--- config.mk ---
export PLATFORM = sky130hd
export DESIGN_NAME = response_frame_deframer
export DESIGN_NICKNAME = d
export VERILOG_FILES = /design/src/sv/rfd_pkg.sv /design/src/sv/rfd_parser.sv /design/src/sv/response_frame_deframer.sv
export VERILOG_INCLUDE_DIRS = /design/src /design/src/sv
export SDC_FILE = /design/constraint.sdc
export NUM_CORES = 1
export LEC_CHECK = 0
export BUFFER_PORTS_ARGS = -buffer_cell sky130_fd_sc_hd__clkbuf_2
export CORE_ASPECT_RATIO = 0.6
export CORE_MARGIN = 1.5
export CORE_UTILIZATION = 35
export CTS_CLUSTER_DIAMETER = 30
export DETAILED_ROUTE_END_ITERATION = 8
export GPL_ROUTABILITY_DRIVEN = 0
export PLACE_DENSITY = 0.64
export SLEW_MARGIN = 20
export SYNTH_ARGS = -nofsm -noshare
export SYNTH_HDL_FRONTEND = slang
export SYNTH_HIERARCHICAL = 1
export SYNTH_SLANG_ARGS = --single-unit
--- constraint.sdc ---
create_clock -name clk_i -period 2.9 [get_ports clk_i]
set_clock_uncertainty 0.1 [all_clocks]
set_input_delay 0.145 -clock clk_i [delete_from_list [all_inputs] [get_ports clk_i]]
set_output_delay 0.145 -clock clk_i [all_outputs]
set_load 0.05 [all_outputs]
--- src/sv/response_frame_deframer_defines.svh ---
// ----------------------------------------------------------------------------
// Response frame deframer: shared assertion macros
// Clocked, reset-gated concurrent assertion helpers for the deframer RTL.
// ----------------------------------------------------------------------------
`ifndef RESPONSE_FRAME_DEFRAMER_DEFINES_SVH
`define RESPONSE_FRAME_DEFRAMER_DEFINES_SVH

// Assertion on an explicit clock and active-low reset.
`define RFD_ASSERT_CLK(lbl, clk, rst_n, prop, msg) \
  lbl: assert property (@(posedge clk) disable iff (!rst_n) prop) else $error(msg);

// Assertion on the block clock and reset.
`define RFD_ASSERT(lbl, prop, msg) \
  `RFD_ASSERT_CLK(lbl, clk_i, rst_ni, prop, msg)

`endif

--- src/sv/rfd_pkg.sv ---
// ----------------------------------------------------------------------------
// Response frame deframer package
// Types and constants shared by the parser and the top level.
// ----------------------------------------------------------------------------
`default_nettype none

package rfd_pkg;

  typedef enum logic [1:0] {
    PH_HEADER  = 2'd0,
    PH_LENGTH  = 2'd1,
    PH_PAYLOAD = 2'd2,
    PH_RSVD    = 2'd3
  } phase_e;

  typedef enum logic [1:0] {
    KIND_CMP = 2'd0,
    KIND_ERR = 2'd1,
    KIND_PKT = 2'd2
  } kind_e;

  typedef enum logic [1:0] {
    EV_DATA = 2'd0,
    EV_END  = 2'd1,
    EV_BAD  = 2'd2
  } event_e;

  localparam logic [1:0]  IDX_LAST  = 2'd3;
  localparam logic [23:0] TOKEN_CMP = 24'h434D50;
  localparam logic [23:0] TOKEN_ERR = 24'h455252;
  localparam logic [23:0] TOKEN_PKT = 24'h504B54;

  typedef struct packed {
    logic       valid;
    event_e     ev;
    logic [7:0] data;
    logic       kind;
    logic       last;
  } res_t;

endpackage

`default_nettype wire

--- src/sv/rfd_parser.sv ---
// ----------------------------------------------------------------------------
// Response frame deframer: frame parser
// Header/length/payload state machine; one byte per step, at most one result.
// ----------------------------------------------------------------------------
`default_nettype none

`include "response_frame_deframer_defines.svh"

module rfd_parser (
  input  wire logic        clk_i,
  input  wire logic        rst_ni,
  input  wire logic        step_i,
  input  wire logic [7:0]  byte_i,
  output rfd_pkg::res_t    res_o
);
  import rfd_pkg::*;

  phase_e      phase_q, phase_d;
  logic [1:0]  byte_idx_q, byte_idx_d;
  logic [23:0] token_q, token_d;
  kind_e       kind_q, kind_d;
  logic [31:0] len_q, len_d;
  logic [31:0] rem_q, rem_d;

  always_comb begin
    phase_d    = phase_q;
    byte_idx_d = byte_idx_q;
    token_d    = token_q;
    kind_d     = kind_q;
    len_d      = len_q;
    rem_d      = rem_q;
    res_o      = '0;

    unique case (phase_q)
      PH_LENGTH: begin
        len_d = {len_q[23:0], byte_i};
        if (byte_idx_q != IDX_LAST) begin
          byte_idx_d = byte_idx_q + 2'd1;
        end else begin
          byte_idx_d = '0;
          if (len_d != '0) begin
            rem_d   = len_d;
            phase_d = PH_PAYLOAD;
          end else begin
            phase_d = PH_HEADER;
            if (kind_q != KIND_PKT) begin
              res_o.valid = 1'b1;
              res_o.ev    = EV_END;
              res_o.kind  = (kind_q == KIND_ERR);
              res_o.last  = 1'b1;
            end
          end
        end
      end
      PH_PAYLOAD: begin
        rem_d = rem_q - 32'd1;
        if (rem_d == '0) phase_d = PH_HEADER;
        if (kind_q != KIND_PKT) begin
          res_o.valid = 1'b1;
          res_o.ev    = EV_DATA;
          res_o.data  = byte_i;
          res_o.kind  = (kind_q == KIND_ERR);
          res_o.last  = (rem_d == '0);
        end
      end
      default: begin
        // header hunt; the unused phase code behaves the same
        phase_d = PH_HEADER;
        if (byte_idx_q != IDX_LAST) begin
          token_d    = {token_q[15:0], byte_i};
          byte_idx_d = byte_idx_q + 2'd1;
        end else begin
          byte_idx_d = '0;
          priority if (token_q == TOKEN_CMP) begin
            kind_d  = KIND_CMP;
            len_d   = '0;
            phase_d = PH_LENGTH;
          end else if (token_q == TOKEN_ERR) begin
            kind_d  = KIND_ERR;
            len_d   = '0;
            phase_d = PH_LENGTH;
          end else if (token_q == TOKEN_PKT) begin
            kind_d  = KIND_PKT;
            len_d   = '0;
            phase_d = PH_LENGTH;
          end else begin
            // drop the frame and keep hunting
            res_o.valid = 1'b1;
            res_o.ev    = EV_BAD;
            res_o.last  = 1'b1;
          end
        end
      end
    endcase
  end

  always_ff @(posedge clk_i or negedge rst_ni) begin
    if (!rst_ni) begin
      phase_q    <= PH_HEADER;
      byte_idx_q <= '0;
      token_q    <= '0;
      kind_q     <= KIND_CMP;
      len_q      <= '0;
      rem_q      <= '0;
    end else if (step_i) begin
      phase_q    <= phase_d;
      byte_idx_q <= byte_idx_d;
      token_q    <= token_d;
      kind_q     <= kind_d;
      len_q      <= len_d;
      rem_q      <= rem_d;
    end
  end

  `RFD_ASSERT(a_payload_count_nonzero, (phase_q == PH_PAYLOAD) |-> (rem_q != '0), "payload phase with zero count")
  `RFD_ASSERT(a_last_byte_ends_frame, (step_i && phase_q == PH_PAYLOAD && rem_q == 32'd1) |=> (phase_q == PH_HEADER), "frame did not end after last byte")
  `RFD_ASSERT(a_bad_token_in_header, (step_i && res_o.valid && res_o.ev == EV_BAD) |-> (byte_idx_q == IDX_LAST && phase_q != PH_LENGTH && phase_q != PH_PAYLOAD), "bad token outside header")
  `RFD_ASSERT(a_length_starts_clean, (step_i && phase_q != PH_LENGTH && phase_q != PH_PAYLOAD && byte_idx_q == IDX_LAST && !res_o.valid) |=> (phase_q == PH_LENGTH && len_q == '0), "length phase entered unclean")

endmodule

`default_nettype wire

--- src/sv/response_frame_deframer.sv ---
// ----------------------------------------------------------------------------
// Response frame deframer
// Splits the response byte stream into CMP/ERR results and bad-token events.
// ----------------------------------------------------------------------------
//  Channel  Dir  Handshake                  Payload
//  in       in   in_valid_i / in_ready_o    in_byte_i
//  out      out  out_valid_o / out_ready_i  event_res_o, data_byte_o,
//                                           frame_kind_o, last_o
//
// One byte per cycle sustained while out_ready_i stays high; a result passes
// through the input register and then the result register to the outputs.
// Rate is set by the parser state update, which takes one byte per advance.
// A held result also holds the staged byte; an empty input reg can still load.
// Reset puts the parser in header hunt with all counters cleared.
// ----------------------------------------------------------------------------
`default_nettype none

module response_frame_deframer (
  input  wire logic       clk_i,
  input  wire logic       rst_ni,
  input  wire logic       in_valid_i,
  output logic            in_ready_o,
  input  wire logic [7:0] in_byte_i,
  output logic            out_valid_o,
  input  wire logic       out_ready_i,
  output logic [1:0]      event_res_o,
  output logic [7:0]      data_byte_o,
  output logic            frame_kind_o,
  output logic            last_o
);
  import rfd_pkg::*;

  logic       in_valid_q;
  logic [7:0] in_byte_q;
  logic       out_valid_q;
  logic [1:0] event_q;
  logic [7:0] data_q;
  logic       kind_q;
  logic       last_q;
  logic       advance;
  res_t       res;

  // advance the staged byte once the result slot is free or draining
  assign advance    = in_valid_q && (!out_valid_q || out_ready_i);
  assign in_ready_o = !in_valid_q || advance;

  rfd_parser u_parser (
    .clk_i  (clk_i),
    .rst_ni (rst_ni),
    .step_i (advance),
    .byte_i (in_byte_q),
    .res_o  (res)
  );

  always_ff @(posedge clk_i or negedge rst_ni) begin
    if (!rst_ni) begin
      in_valid_q <= 1'b0;
    end else if (in_ready_o) begin
      in_valid_q <= in_valid_i;
    end
  end

  always_ff @(posedge clk_i) begin
    if (in_ready_o && in_valid_i) in_byte_q <= in_byte_i;
  end

  always_ff @(posedge clk_i or negedge rst_ni) begin
    if (!rst_ni) begin
      out_valid_q <= 1'b0;
    end else if (advance && res.valid) begin
      out_valid_q <= 1'b1;
    end else if (out_ready_i) begin
      out_valid_q <= 1'b0;
    end
  end

  always_ff @(posedge clk_i) begin
    if (advance && res.valid) begin
      event_q <= res.ev;
      data_q  <= res.data;
      kind_q  <= res.kind;
      last_q  <= res.last;
    end
  end

  assign out_valid_o  = out_valid_q;
  assign event_res_o  = event_q;
  assign data_byte_o  = data_q;
  assign frame_kind_o = kind_q;
  assign last_o       = last_q;

endmodule

`default_nettype wire
* Word level (Yosys, flattened, before mapping) *
Index checks and enable logic that the tools add are counted.

word-level totals
  output and inout port bits = 14
  register bits after elaboration = 108
  logic and storage cells = 91

cells by class
  eq/ne operators = 12
  muxes and demuxes = 40
  bitwise operators = 3
  add/subtract/negate cells = 2
  reductions and logical operators = 21

operators with widths
  cell                   number
  $mux 24                4
  $eq 24x23->1 const B   3
  $mux 32                2
  $pmux 32 s2            1
  $pmux 24 s2            1
  $logic_not 32->1       1
  $reduce_bool 32->1     1
  $sub 32x1->32 const B  1
  $mux 2                 13
  $mux 3                 7
  $mux 13                1
  $reduce_and 4->1       3
  $ne 2x2->1 const B     4
  $mux 1                 7
  $pmux 3 s2             1
  $reduce_and 3->1       2
  $eq 2x1->1 const B     2
  $ne 2x1->1 const B     2
  $pmux 1 s2             2
  $pmux 2 s2             1
  $reduce_and 2->1       2
  $reduce_bool 2->1      2
  $reduce_bool 4->1      1
  $logic_and 1x1->1      3
  other kinds (7)        11

* Logic depth before layout (Yosys ltp) *
  depth in word-level cells = 8
  mapped depth = 11
  mapped depth without buffers = 10

* By module *
The synthesis kept the hierarchy.

modules (own cells, without submodules)
  module                   sequential area each (um^2)  instances  area each (um^2)  cells an instance
  rfd_parser               2152.1                       1          4585.6            469
  response_frame_deframer  650.6                        1          709.4             30

* Least setup slack after synthesis *
Ideal clock, no wire load.

  path kind = register to register
  from = register u_parser.rem_q[0]
  to = register u_parser.phase_q[0]
  path slack = 39 ps
  data required time = 2675 ps
  clock period less this slack = 2861 ps
  arrival time = 2636 ps
  library setup time = 125 ps
  stages on the path, launching flop included = 12
  path buffers = 1
  cells stage by stage = dfrtp_1 inv_1 ha_1 clkbuf_1 or4b_2 nor2_1 xnor2_1 nand4_1 nor4_1 nand4b_1 a21o_1 mux2_2

on the way
  word-level cells in the longest chain between the ends = 4

RTL lines
  item                               RTL line           RTL
  start, declared                    rfd_parser.sv:23   logic [31:0] rem_q, rem_d;
  start signal, assigned             rfd_parser.sv:111  rem_q <= rem_d;
  $sub 32x1->32                      rfd_parser.sv:56   rem_d = rem_q - 32'd1;
  $logic_not 32->1                   rfd_parser.sv:57   if (rem_d == '0) phase_d = PH_HEADER;
  $ne 2x1->1 (no source line)        n/a
  $reduce_and 3->1 (no source line)  n/a
  end signal, assigned               rfd_parser.sv:106  phase_q <= phase_d;
  end, declared                      rfd_parser.sv:18   phase_e phase_q, phase_d;

Every way passes these cells.
A chain may end at the register's enable or synchronous reset.

* Final worst setup path *
  from = register u_parser.rem_q[12]
  to = register u_parser.rem_q[27]

on the way
  word-level cells in the longest chain between the ends = 2

RTL lines
  item           RTL line          RTL
  $sub 32x1->32  rfd_parser.sv:56
  $pmux 32 s2    rfd_parser.sv:34  unique case (phase_q)

Every way passes these cells.

==> flow_summary_export.csv <==
group,metric,value,unit
outcome,status,"finished clean",
placed_design,hpwlAfterDp,10100,microns
run,max_cap_viol_count,0,
grt,first_global_vias,4159,
clock_network,htreeDepth,3,
setup_path,slowest_delay,0.58,ns
grt,antenna_found_initial,0,
setup_path,critical_path_buf_inv_count,0,
floorplan,start_util,36.2,%
sta,hold_violations,0,
pwr,p_sw_share,26.7,%
placed_design,placed_area,5990,sq um
synth,ys_seq_area_share,52.9,%
pwr,power,4.09,mW
detailed_routing,num_vias,4418,
synth,synth-main-ff-cell,"dfrtp_1",
sta,period_minus_slack,2.89,ns
sta,relSlewSlack,45.2,%
detailed_routing,drt_iter0_drc,544,
setup_path,cpLargestDelayFamily,"simple AND/OR/NAND/NOR gates",
min_path,min_path_type,"primary input to asynchronous set/reset pin",
floorplan,io_pins,26,
sta,fmax,0.347,GHz
synth,synth_area,5300,sq um
cells_and_area,fin_cells,780,
setup_path,cp_cell_sequence,"or4_4 -> or3_4 -> or2_4 -> or4_4 -> nor4b_4 -> nand3_1 -> o21ai_1 -> a21oi_1",
placed_design,numPortBuffers,25,
detailed_routing,drt_pass1_iterations,5,
cells_and_area,drive_gt1_share,26.8,%
clock_network,cts_sinks,108,
clock_network,cts_root_buf,"clkbuf_16",
floorplan,fp-row-count,34,
pwr,pwr-share-seq,47.8,%
cells_and_area,finish.net_count,594,
grt,grt.total_usage,19.2,%
sta,drv_slew,0,
sta,period_share,99.5,%
synth,synth_fp_nets,516,
detailed_routing,ant_nets,0,
synth,syn_inst,499,
pwr,power.switching,1.09,mW
clock_network,clk_pin_slew,0.07,ns
synth,synth_edf_count,20,
detailed_routing,remaining_drc_errors,0,
clock_network,numCtsBuffers,9,
detailed_routing,drt-wirelength-per-cell,18.6,microns
cells_and_area,layout-area-overhead-vs-synth,24.1,%
clock_network,clock_latency,0.35,ns
synth,synth_warnings,6,
pwr,internal-power,3.00,mW
detailed_routing,vias_per_cell,5.66,
pwr,combPwrFrac,17.5,%
cells_and_area,antenna_cells,0,
synth,synthArstFlopShare,81.5,%
grt,grt_overflow,0,
setup_path,crit_path_end_kind,"flop",
pwr,pwr_density_cell,623,nW/um^2
floorplan,dieArea,15900,sq um
setup_path,start_kind,"flop",
setup_path,path_common_cell,"or4_4",
setup_path,arrival,3.01,ns
sta,setup_viol,0,
setup_path,crit_fanout,5,
grt,grt_max_degree,89,
synth,syn_area_per_cell,10.6,sq um
setup_path,required,3.02,ns
setup_path,path_class,"flop to flop",
sta,grt_setup_unrepaired,"yes",
sta,tightest_slew,0.822,ns
pwr,clockPowerShare,34.6,%
synth,synth_cell_types,54,
clock_network,cts_tree,"built",
setup_path,cp_slowest_cell,"or4_4",
grt,grt_pass1_wl,23500,microns
floorplan,coreArea,14600,sq um
floorplan,die_w,162,microns
floorplan,dieHeight,98.3,microns
placed_design,dp_cells,751,
cells_and_area,fin_area,6570,sq um
pwr,leakage,2.85,nW
detailed_routing,drt_wl_total,14500,microns
clock_network,clk_path_buf_depth,2,
pwr,irDropWorstVdd,0.370,mV
synth,ys_ff_latch,108,
-- cell families (layout without fill, tap and decap cells) --
group / Yosys count / after routing / share of synthesized area, %
and+or+nand+nor: 173 / 173 / 18.4
xor gates and xnor gates: 4 / 4 / 0.662
DFF: 108 / 108 / 52.9
muxes: 36 / 36 / 7.61
buffers and inverters: 37 / 120 / 2.69
adders and majority gates: 5 / 5 / 1.18
AOI/OAI and AO/OA: 136 / 136 / 16.5
-- path summary, 6_finish.rpt --
path,from,depth (start not counted),slack [ns],endpoint
worst max register to register,u_parser/rem_q[12]$_DFFE_PN0P_,8,0.01,u_parser/rem_q[27]$_DFFE_PN0P_
worst min register to register,u_parser/token_q[22]$_DFFE_PN0P_,1,0.41,u_parser/token_q[22]$_DFFE_PN0P_
worst max-delay path,u_parser/rem_q[12]$_DFFE_PN0P_,8,0.01,u_parser/rem_q[27]$_DFFE_PN0P_
min in group clk_i,u_parser/token_q[22]$_DFFE_PN0P_,1,0.41,u_parser/token_q[22]$_DFFE_PN0P_
worst min-delay path,rst_ni,2,0.33,u_parser/byte_idx_q[0]$_DFFE_PN0P_
max in group asynchronous,rst_ni,2,1.81,u_parser/token_q[0]$_DFFE_PN0P_
-- flip-flops by register name, summed over array words and instances (netlist names), 8 cells and up --
name / flops
in_byte_q: 8
u_parser/len_q: 24
data_byte_o: 8
u_parser/rem_q: 32
u_parser/token_q: 24
-- layout make-up --
class | instances | area [sq um]
Multi-Input combinational cell | 354 | 2450
Fill cell | 1358 | 8060
Sequential cell | 108 | 2800
Clock inverter | 6 | 109
Inverter | 9 | 33.8
Timing Repair Buffer | 95 | 687
Tap cell | 198 | 248
Clock buffer | 10 | 239
-- routing by layer --
metal	vias to the layer above	GRT usage [%]	share of wire, %
li1	2059	-	-
met1	2141	30.3	50
met2	207	24.4	39
met3	11	6.37	10
met4	0	4.66	0.90
met5	-	0	0
-- cell usage in the layout (no fill, tap or decap), types with 4 or more instances in the layout --
master         netlist  final
nand3_1             25     25
nand2_1             23     22
clkbuf_2             0     24
ha_1                 5      4
dfrtp_1             88     88
nor3_1              14     12
o21ai_0             26     26
nor4_1              21     17
clkbuf_16            0      9
o22ai_1             27     27
inv_1                8      8
mux2_2              34     34
nor2b_1              6      5
and2_1              14     14
nand4_1              7      7
a21oi_1             32     32
dlygate4sd3_1        0     12
buf_4                0     58
nor2_1              36     35
a31oi_1              5      5
a22o_1              24     24
edfxtp_1            20     20
-- cell usage after synthesis (3+ instances only) --
master,count,area [sq um]
dfrtp_1,88,2200
nor2_1,36,135
mux2_2,34,383
a21oi_1,32,160
o22ai_1,27,169
o21ai_0,26,130
clkbuf_1,25,93.8
nand3_1,25,125
a22o_1,24,210
nand2_1,23,86.3
nor4_1,21,131
edfxtp_1,20,601
and2_1,14,87.6
nor3_1,14,70.1
inv_1,8,30.0
nand4_1,7,43.8
nor2b_1,6,37.5
a31oi_1,5,31.3
ha_1,5,62.6
a311oi_1,3,26.3
and3_1,3,18.8
buf_2,3,15.0
nand2b_1,3,18.8
o21ai_1,3,15.0
or3_1,3,18.8
xnor2_1,3,26.3
-- timing repair --
action	in CTS	in global routing
endpoints found under the hold margin	98	0
setup buffers	0	1
hold buffers	12	0
pin swaps	4	7
gates resized for setup	5	15
setup endpoints to repair	15	18
-- stage by stage --
step	hold WS [ns]	worst slack, ns	TNS (ns)	util [%]
floorplan	-0.251	0.0394	0	-
global placement	0.223	-0.125	-1.74	40.9
detailed placement	0.224	-0.174	-1.67	40.9
CTS	0.390	0.0160	0	44.3
global route	0.401	-0.0775	-0.263	44.9
finish	0.333	0.0145	0	44.9
-- power by group through the flow --
| stage | sequential [mW] | combinational, mW | clock (mW) |
|---|---|---|---|
| detailed placement | 1.99 | 0.697 | 0 |
| CTS | 1.96 | 0.715 | 1.46 |
| global route | 2.00 | 0.780 | 1.52 |
| floorplan | 2.05 | 0.429 | 0 |
| finish | 1.96 | 0.717 | 1.42 |
| global placement | 1.97 | 0.678 | 0 |
Note: power is estimated with default switching activity, not from simulation.
